File: src/rtl/mpq_pkg.sv
// Package: sizes, codes and controller/datapath interface types of the priority queue.
package mpq_pkg;

    localparam int DEPTH   = 16;
    localparam int ADDR_W  = $clog2(DEPTH);
    localparam int CNT_W   = $clog2(DEPTH + 1);
    localparam int PRIO_W  = 16;
    localparam int DATA_W  = 32;
    localparam int ENTRY_W = PRIO_W + DATA_W;

    localparam logic MODE_INSERT = 1'b0;
    localparam logic MODE_REMOVE = 1'b1;

    typedef enum logic [1:0] {
        ST_OK    = 2'd0,
        ST_FULL  = 2'd1,
        ST_EMPTY = 2'd2
    } t_status;

    typedef enum logic [2:0] {
        S_IDLE,
        S_INSERT,
        S_SCAN,
        S_SCAN_END,
        S_SHIFT,
        S_FINISH
    } t_state;

    typedef struct packed {
        logic load;
        logic insert;
        logic scan;
        logic shift_init;
        logic shift;
        logic dec_count;
        logic out_load;
    } t_cmd;

    typedef struct packed {
        logic count_full;
        logic count_empty;
        logic scan_last;
        logic shift_done;
        logic out_free;
    } t_stat;

endpackage

File: src/rtl/mpq_ram.sv
// Generic single-write, single-read RAM with registered read data.
module mpq_ram #(
    parameter int WIDTH = 8,
    parameter int DEPTH = 16
) (
    input  logic                     i_clk,
    input  logic                     i_we,
    input  logic [$clog2(DEPTH)-1:0] i_waddr,
    input  logic [WIDTH-1:0]         i_wdata,
    input  logic [$clog2(DEPTH)-1:0] i_raddr,
    output logic [WIDTH-1:0]         o_rdata
);

    logic [WIDTH-1:0] r_mem [DEPTH];
    logic [WIDTH-1:0] r_rdata;

    always_ff @(posedge i_clk) begin
        if (i_we) begin
            r_mem[i_waddr] <= i_wdata;
        end
        r_rdata <= r_mem[i_raddr];
    end

    assign o_rdata = r_rdata;

endmodule

File: src/rtl/mpq_ctrl.sv
// Controller: sequences insert, scan, shift and result hand-off.
module mpq_ctrl (
    input  logic           i_clk,
    input  logic           i_rst_n,
    input  logic           i_in_valid,
    input  logic           i_mode,
    input  mpq_pkg::t_stat i_stat,
    output mpq_pkg::t_cmd  o_cmd,
    output logic           o_busy
);

    mpq_pkg::t_state r_state;
    mpq_pkg::t_state n_state;
    logic            w_accept;

    assign w_accept = i_in_valid && (r_state == mpq_pkg::S_IDLE);

    always_ff @(posedge i_clk) begin
        if (!i_rst_n) begin
            r_state <= mpq_pkg::S_IDLE;
        end else begin
            r_state <= n_state;
        end
    end

    // next state
    always_comb begin
        n_state = r_state;
        case (r_state)
            mpq_pkg::S_IDLE: begin
                if (w_accept) begin
                    if (i_mode == mpq_pkg::MODE_INSERT && !i_stat.count_full) begin
                        n_state = mpq_pkg::S_INSERT;
                    end else if (i_mode == mpq_pkg::MODE_REMOVE && !i_stat.count_empty) begin
                        n_state = mpq_pkg::S_SCAN;
                    end else begin
                        n_state = mpq_pkg::S_FINISH;
                    end
                end
            end
            mpq_pkg::S_INSERT:   n_state = mpq_pkg::S_FINISH;
            mpq_pkg::S_SCAN: begin
                if (i_stat.scan_last) begin
                    n_state = mpq_pkg::S_SCAN_END;
                end
            end
            mpq_pkg::S_SCAN_END: n_state = mpq_pkg::S_SHIFT;
            mpq_pkg::S_SHIFT: begin
                if (i_stat.shift_done) begin
                    n_state = mpq_pkg::S_FINISH;
                end
            end
            mpq_pkg::S_FINISH: begin
                if (i_stat.out_free) begin
                    n_state = mpq_pkg::S_IDLE;
                end
            end
            default:             n_state = mpq_pkg::S_IDLE;
        endcase
    end

    // outputs
    always_comb begin
        o_cmd  = '0;
        o_busy = 1'b1;
        case (r_state)
            mpq_pkg::S_IDLE: begin
                o_busy     = 1'b0;
                o_cmd.load = w_accept;
            end
            mpq_pkg::S_INSERT:   o_cmd.insert = 1'b1;
            mpq_pkg::S_SCAN:     o_cmd.scan = 1'b1;
            mpq_pkg::S_SCAN_END: o_cmd.shift_init = 1'b1;
            mpq_pkg::S_SHIFT: begin
                o_cmd.shift     = 1'b1;
                o_cmd.dec_count = i_stat.shift_done;
            end
            mpq_pkg::S_FINISH:   o_cmd.out_load = i_stat.out_free;
            default:             o_busy = 1'b1;
        endcase
    end

endmodule

File: src/rtl/mpq_dp.sv
// Datapath: entry store, fill count, max scan, gap-closing shift and result register.
module mpq_dp (
    input  logic                               i_clk,
    input  logic                               i_rst_n,
    input  mpq_pkg::t_cmd                      i_cmd,
    output mpq_pkg::t_stat                     o_stat,
    input  logic                               i_mode,
    input  logic signed [mpq_pkg::PRIO_W-1:0]  i_priority_req,
    input  logic signed [mpq_pkg::DATA_W-1:0]  i_payload,
    output logic                               o_out_valid,
    input  logic                               i_out_stall,
    output logic [1:0]                         o_status,
    output logic signed [mpq_pkg::PRIO_W-1:0]  o_out_priority,
    output logic signed [mpq_pkg::DATA_W-1:0]  o_out_payload
);

    localparam int AW = mpq_pkg::ADDR_W;
    localparam int CW = mpq_pkg::CNT_W;
    localparam int PW = mpq_pkg::PRIO_W;
    localparam int DW = mpq_pkg::DATA_W;
    localparam int EW = mpq_pkg::ENTRY_W;

    logic [CW-1:0]          r_count;
    logic                   r_mode;
    logic [PW-1:0]          r_prio;
    logic [DW-1:0]          r_payload;
    mpq_pkg::t_status       r_status;
    logic [CW-1:0]          r_addr;
    logic                   r_rd_vld;
    logic                   r_rd_scan;
    logic [AW-1:0]          r_rd_tag;
    logic [AW-1:0]          r_best_idx;
    logic signed [PW-1:0]   r_best_prio;
    logic [DW-1:0]          r_best_payload;
    logic                   r_out_valid;
    mpq_pkg::t_status       r_out_status;
    logic [PW-1:0]          r_out_prio;
    logic [DW-1:0]          r_out_payload;

    logic [AW-1:0]          n_best_idx;
    logic signed [PW-1:0]   n_best_prio;
    logic [DW-1:0]          n_best_payload;

    logic                   w_we;
    logic [AW-1:0]          w_waddr;
    logic [EW-1:0]          w_wdata;
    logic [EW-1:0]          w_rdata;
    logic signed [PW-1:0]   w_rd_prio;
    logic                   w_take;
    logic                   w_shift_issue;
    logic                   w_out_free;
    logic                   w_full;
    logic                   w_empty;

    mpq_ram #(
        .WIDTH (EW),
        .DEPTH (mpq_pkg::DEPTH)
    ) u_store (
        .i_clk   (i_clk),
        .i_we    (w_we),
        .i_waddr (w_waddr),
        .i_wdata (w_wdata),
        .i_raddr (r_addr[AW-1:0]),
        .o_rdata (w_rdata)
    );

    assign w_full        = (r_count == CW'(mpq_pkg::DEPTH));
    assign w_empty       = (r_count == '0);
    assign w_out_free    = !r_out_valid || !i_out_stall;
    assign w_shift_issue = i_cmd.shift && (r_addr < r_count);

    // insert appends at the fill count; shift moves entry tag down to tag-1
    always_comb begin
        if (i_cmd.insert) begin
            w_we    = 1'b1;
            w_waddr = r_count[AW-1:0];
            w_wdata = {r_prio, r_payload};
        end else begin
            w_we    = r_rd_vld && !r_rd_scan;
            w_waddr = r_rd_tag - AW'(1);
            w_wdata = w_rdata;
        end
    end

    // running maximum; strict compare keeps the earliest among ties
    assign w_rd_prio = w_rdata[EW-1:DW];
    assign w_take    = (r_rd_tag == '0) || (w_rd_prio > r_best_prio);

    always_comb begin
        n_best_idx     = r_best_idx;
        n_best_prio    = r_best_prio;
        n_best_payload = r_best_payload;
        if (r_rd_vld && r_rd_scan && w_take) begin
            n_best_idx     = r_rd_tag;
            n_best_prio    = w_rd_prio;
            n_best_payload = w_rdata[DW-1:0];
        end
    end

    always_ff @(posedge i_clk) begin
        if (!i_rst_n) begin
            r_count     <= '0;
            r_rd_vld    <= 1'b0;
            r_rd_scan   <= 1'b0;
            r_out_valid <= 1'b0;
        end else begin
            if (i_cmd.insert) begin
                r_count <= r_count + CW'(1);
            end else if (i_cmd.dec_count) begin
                r_count <= r_count - CW'(1);
            end
            r_rd_vld  <= i_cmd.scan || w_shift_issue;
            r_rd_scan <= i_cmd.scan;
            if (i_cmd.out_load) begin
                r_out_valid <= 1'b1;
            end else if (!i_out_stall) begin
                r_out_valid <= 1'b0;
            end
        end
    end

    always_ff @(posedge i_clk) begin
        if (i_cmd.load) begin
            r_mode    <= i_mode;
            r_prio    <= i_priority_req;
            r_payload <= i_payload;
            r_addr    <= '0;
            if (i_mode == mpq_pkg::MODE_REMOVE) begin
                r_status <= w_empty ? mpq_pkg::ST_EMPTY : mpq_pkg::ST_OK;
            end else begin
                r_status <= w_full ? mpq_pkg::ST_FULL : mpq_pkg::ST_OK;
            end
        end else if (i_cmd.scan || w_shift_issue) begin
            r_addr <= r_addr + CW'(1);
        end else if (i_cmd.shift_init) begin
            r_addr <= CW'(n_best_idx) + CW'(1);
        end
        r_rd_tag       <= r_addr[AW-1:0];
        r_best_idx     <= n_best_idx;
        r_best_prio    <= n_best_prio;
        r_best_payload <= n_best_payload;
        if (i_cmd.out_load) begin
            r_out_status <= r_status;
            if (r_status == mpq_pkg::ST_OK && r_mode == mpq_pkg::MODE_REMOVE) begin
                r_out_prio    <= r_best_prio;
                r_out_payload <= r_best_payload;
            end else begin
                r_out_prio    <= '0;
                r_out_payload <= '0;
            end
        end
    end

    assign o_stat.count_full  = w_full;
    assign o_stat.count_empty = w_empty;
    assign o_stat.scan_last   = (r_addr == r_count - CW'(1));
    assign o_stat.shift_done  = (r_addr >= r_count);
    assign o_stat.out_free    = w_out_free;

    assign o_out_valid    = r_out_valid;
    assign o_status       = r_out_status;
    assign o_out_priority = r_out_prio;
    assign o_out_payload  = r_out_payload;

endmodule

File: src/rtl/max_priority_queue_top.sv
// Top level of the bounded max priority queue: controller, datapath and checks.
//
//  channel | direction | handshake                 | payload
//  --------+-----------+---------------------------+------------------------------------
//  request | in        | i_in_valid / o_in_stall   | i_mode, i_priority_req, i_payload
//  result  | out       | o_out_valid / i_out_stall | o_status, o_out_priority, o_out_payload
//
//  Insert writes the request at the fill count; a full or empty request only reports its status.
//  Remove makes one store read a cycle, first over all stored entries to find the maximum,
//  then from the winner's slot upwards for the shift that closes the gap; then the result.
//  Reset (i_rst_n low, synchronous) empties the queue; store contents are left as they are.
//  o_in_stall is high whenever an item is in progress; a result held by i_out_stall
//  keeps the block in its finish step, so at most one result is ever outstanding.
module max_priority_queue_top (
    input  logic                              i_clk,
    input  logic                              i_rst_n,
    input  logic                              i_in_valid,
    output logic                              o_in_stall,
    input  logic                              i_mode,
    input  logic signed [mpq_pkg::PRIO_W-1:0] i_priority_req,
    input  logic signed [mpq_pkg::DATA_W-1:0] i_payload,
    output logic                              o_out_valid,
    input  logic                              i_out_stall,
    output logic [1:0]                        o_status,
    output logic signed [mpq_pkg::PRIO_W-1:0] o_out_priority,
    output logic signed [mpq_pkg::DATA_W-1:0] o_out_payload
);

    mpq_pkg::t_cmd  w_cmd;
    mpq_pkg::t_stat w_stat;
    logic           w_busy;

    // sequencer: one state per phase of an operation
    mpq_ctrl u_ctrl (
        .i_clk      (i_clk),
        .i_rst_n    (i_rst_n),
        .i_in_valid (i_in_valid),
        .i_mode     (i_mode),
        .i_stat     (w_stat),
        .o_cmd      (w_cmd),
        .o_busy     (w_busy)
    );

    // store, scan comparator, shift and result register
    mpq_dp u_dp (
        .i_clk          (i_clk),
        .i_rst_n        (i_rst_n),
        .i_cmd          (w_cmd),
        .o_stat         (w_stat),
        .i_mode         (i_mode),
        .i_priority_req (i_priority_req),
        .i_payload      (i_payload),
        .o_out_valid    (o_out_valid),
        .i_out_stall    (i_out_stall),
        .o_status       (o_status),
        .o_out_priority (o_out_priority),
        .o_out_payload  (o_out_payload)
    );

    assign o_in_stall = w_busy;

`ifndef SYNTH
    // a write at the fill count never happens on a full queue
    a_insert_not_full: assert property (@(posedge i_clk) disable iff (!i_rst_n)
        w_cmd.insert |-> !w_stat.count_full)
        else $error("insert issued on a full queue");

    // an entry is only taken out of a non-empty queue
    a_dec_not_empty: assert property (@(posedge i_clk) disable iff (!i_rst_n)
        w_cmd.dec_count |-> !w_stat.count_empty)
        else $error("fill count decremented below zero");

    // reports other than a successful remove carry zero fields
    a_zero_fields: assert property (@(posedge i_clk) disable iff (!i_rst_n)
        (o_out_valid && o_status != mpq_pkg::ST_OK) |->
            (o_out_priority == '0 && o_out_payload == '0))
        else $error("non-zero fields on a full or empty report");

    // the result register is only loaded when it is free
    a_load_free: assert property (@(posedge i_clk) disable iff (!i_rst_n)
        w_cmd.out_load |-> (!o_out_valid || !i_out_stall))
        else $error("result overwritten while still held");
`endif

endmodule
File: config.mk
export PLATFORM = sky130hd
export DESIGN_NAME = max_priority_queue_top
export DESIGN_NICKNAME = d
export VERILOG_FILES = /design/src/rtl/mpq_pkg.sv /design/src/rtl/mpq_ram.sv /design/src/rtl/mpq_ctrl.sv /design/src/rtl/mpq_dp.sv /design/src/rtl/max_priority_queue_top.sv
export SDC_FILE = /design/constraint.sdc
export NUM_CORES = 1
export LEC_CHECK = 0
export BUFFER_PORTS_ARGS = -buffer_cell sky130_fd_sc_hd__buf_2
export CORE_MARGIN = 8
export CORE_UTILIZATION = 46
export CTS_CLUSTER_DIAMETER = 30
export CTS_CLUSTER_SIZE = 40
export DETAILED_ROUTE_END_ITERATION = 8
export PLACE_DENSITY = 0.62
export SKIP_CTS_REPAIR_TIMING = 1
export SLEW_MARGIN = 30
export SYNTH_ARGS = -nofsm -noshare
export SYNTH_HDL_FRONTEND = slang
export SYNTH_SLANG_ARGS = --single-unit
File: constraint.sdc
create_clock -name i_clk -period 8.9 [get_ports i_clk]
set_input_delay 0 -clock i_clk [delete_from_list [all_inputs] [get_ports i_clk]]
set_output_delay 0 -clock i_clk [all_outputs]
set_load 0.02 [all_outputs]
==> flow_metrics.env <==
export IMPL_status="finished clean"
export IMPL_post_drt_wl_per_cell_um=25.6
export IMPL_vias_per_cell=5.59
export IMPL_postLayoutCellArea_mm2=0.0459
export IMPL_clock_skew_ps=22.9
export IMPL_die_w_um=300
export IMPL_crit_family="simple AND/OR/NAND/NOR gates"
export IMPL_cts_tree="built"
export IMPL_crit_type="reg -> reg"
export IMPL_grt_pass1_wl_mm=124
export IMPL_synth_area_mm2=0.0372
export IMPL_synth_area_leaders="edfxtp_1 (74%), mux4_2 (15%), dfxtp_1 (3.9%)"
export IMPL_antenna_found_initial=2
export IMPL_critPathMaxStageDelay_ps=700
export IMPL_synth_distinct_cells=58
export IMPL_arrival_ps=4570
export IMPL_synth_commonest_cells="edfxtp_1 (917), mux4_2 (240), nand2_1 (175)"
export IMPL_drc=0
export IMPL_crit_buf_inv=2
export IMPL_rr_startpoint="u_ctrl.r_state[0]"
export IMPL_dpl_cell_area_mm2=0.0392
export IMPL_critPathMaxFanout=56
export IMPL_r2r_cells=8
export IMPL_max_cap_violations=0
export IMPL_post_route_period_util_pct=47.5
export IMPL_rsz0062_at_grt="no"
export IMPL_startpoint_type="register"
export IMPL_setup_viol=0
export IMPL_coreArea_mm2=0.0803
export IMPL_die_area_mm2=0.0902
export IMPL_synth_seq_area_share_pct=77.9
export IMPL_path_cells="nand2_1, nor2_4, buf_4, nand2_1, o21ai_0, nand2_1, nor2_4, buf_4"
export IMPL_ios=105
export IMPL_synthCells=1755
export IMPL_clk_path_buf_depth=3
export IMPL_required_ps=9240
export IMPL_nets=2160
export IMPL_dp_hpwl_mm=41.9
export IMPL_synth_seq_cells=989
export IMPL_antennaDiodeCount=0
export IMPL_cp_slowest_cell="dfxtp_1"
export IMPL_end_kind="register"
export IMPL_numCtsBuffers=169
export IMPL_max_freq_mhz=237
export IMPL_place_congestion=0.810
export IMPL_yosysMostFrequentCell="edfxtp_1"
export IMPL_worstSetupPathDepth=8
export IMPL_cts_root_buf="clkbuf_16"
export IMPL_portBuffers=104
export IMPL_fin_setup_tns_ps=0
export IMPL_min_from="i_priority_req[0]"
export IMPL_syn_nets=1834
export IMPL_path_clk_slew_ps=40
export IMPL_grt_max_degree=69
export IMPL_synth_area_per_cell_um2=21.2
export IMPL_holdPathStages=2
export IMPL_r2r_setup_slack_ps=4680
export IMPL_synthArstFlopShare_pct=0
export IMPL_holdPathEnd="u_dp.r_prio[0]"
export IMPL_start_util_pct=46.3
export IMPL_cts_sinks=989
export IMPL_synth_top_cell_area_share_pct=74.0
export IMPL_peakVddDrop_mv=0.177
export IMPL_drive_gt1_share_pct=31.6
export IMPL_timing_slew_headroom_pct=36.5
export IMPL_grt_pass1_vias=19100
export IMPL_synth_edff_count=917
export IMPL_dieHeight_um=300
export IMPL_drt_iter0_drc=1783
export IMPL_report_final_slew_viol_count=0
export IMPL_htreeDepth=4
export IMPL_first_pass_iters=7
export IMPL_yosys_warnings=0
export IMPL_rows=104
export IMPL_tightest_slew_ps=952
export IMPL_report_final_hold_viol_count=0
export IMPL_synthFlopType="edfxtp_1"
export IMPL_num_vias=18400
export IMPL_period_needed_ps=4220
export IMPL_min_path_type="in -> reg"
export IMPL_drtAntennaViolNets=0
export IMPL_power_density_mw_per_mm2=374
export IMPL_area_growth_syn_to_layout_pct=23.4
export IMPL_path_common_cell="nand2_1"
export IMPL_p_leak_nw=15.3
export IMPL_wirelength_mm=84.2
export IMPL_r2r_end="u_dp.u_store.r_mem[15][29]"
export IMPL_clock_latency_ps=730
export IMPL_synth_area_leader_cell="edfxtp_1"
export IMPL_grt_ovfl_total=0
export IMPL_grt_use_total_pct=18.7
-- cell type report --
| cell class | instances | area, um2 |
|---|---|---|
| clock buffer | 192 | 4410 |
| clock inverter | 127 | 1350 |
| fill | 5828 | 34400 |
| inverter | 32 | 120 |
| multi-input combinational | 657 | 7950 |
| sequential | 989 | 29000 |
| tap | 1060 | 1330 |
| timing repair buffer | 232 | 1760 |
-- how the worst max path moves through the flow --
stage / start / end / slack, ps
5_1_grt: u_ctrl.r_state[0] / u_dp.u_store.r_mem[15][29] / 4310
3_3_place_gp: u_ctrl.r_state[0] / u_dp.u_store.r_mem[15][22] / 4690
6_report: u_ctrl.r_state[0] / u_dp.u_store.r_mem[15][29] / 4680
2_1_floorplan: u_dp.r_rd_tag[0] / u_dp.u_store.r_mem[3][0] / 4850
3_5_place_dp: u_ctrl.r_state[0] / u_dp.u_store.r_mem[15][29] / 4660
4_1_cts: u_ctrl.r_state[0] / u_dp.u_store.r_mem[15][29] / 4650
-- placed cells by master (no fill, tap or decap), drive strengths merged, types with 9 or more instances in the layout --
master and n:
nor3 12, a21oi 13, clkinv 66, dfxtp 72
bufinv 17, edfxtp 917, nand2 175, inv 63
and2 50, clkinvlp 13, buf 136, xnor2 10
ha 26, nor2 35, dlygate4sd3 96, o21ai 11
mux4 240, a31oi 9, clkbuf 192
-- flip-flops by register name, summed over array words and instances, names as in the netlist --
signal / cells
u_dp.r_count: 5
u_dp.r_best_payload: 32
u_dp.o_out_valid: 1
u_dp.u_store.r_mem: 768
u_dp.r_payload: 32
u_dp.r_rd_scan: 1
u_dp.r_best_prio: 16
u_dp.r_rd_tag: 4
u_dp.o_out_payload: 32
u_dp.r_best_idx: 4
u_dp.o_status: 2
u_dp.r_status: 2
u_dp.o_out_priority: 16
u_dp.u_store.o_rdata: 48
u_dp.r_rd_vld: 1
u_dp.r_prio: 16
u_ctrl.r_state: 3
u_dp.r_addr: 5
u_dp.r_mode: 1
-- power by group --
part	switching [mW]	internal, mW	total, mW	leakage [nW]
Combinational	2.38	1.28	3.66	3.57
Clock	2.30	4.11	6.41	2.81
Sequential	0.360	6.75	7.11	8.92
Total	5.04	12.1	17.2	15.3
-- worst reg2reg max path, cell delays in order, from the launching register on --
cell and delay [ps]:
dfxtp_1 700, nand2_1 240, nor2_4 120, buf_4 650, nand2_1 250, o21ai_0 170, nand2_1 290, nor2_4 700
buf_4 680
-- metrics by stage --
step	std cells	hold slack [ps]	worst slack (ps)	util, %	power [mW]
floorplan	1755	98.9	4850	-	9.50
global placement	2874	177	4690	48.8	10.7
detailed placement	2874	178	4660	48.8	10.9
CTS	3193	-604	4650	56.0	17.3
global route	3289	0.00350	4310	57.2	17.9
finish	3289	7.00	4680	57.2	17.2
-- cells by family (layout without fill, tap and decap cells) --
| group | Yosys count | in the layout | synth area share, % |
|---|---|---|---|
| flops | 989 | 989 | 77.9 |
| simple gates | 306 | 306 | 3.74 |
| mux | 242 | 242 | 14.6 |
| buf+inv | 109 | 583 | 1.11 |
| compound gates | 72 | 72 | 1.51 |
| fa+ha+maj | 26 | 26 | 0.875 |
| xor+xnor | 11 | 11 | 0.259 |
-- per-layer routing --
metal | wire [um] | part of all wire [%] | GRT usage (%)
met1 | 35700 | 42 | 25.3
met5 | 12 | 0.014 | 0
met2 | 41800 | 50 | 30.4
met3 | 5200 | 6.2 | 4.02
met4 | 1460 | 1.7 | 5.64
No activity file was read; power rests on OpenSTA's default activity.
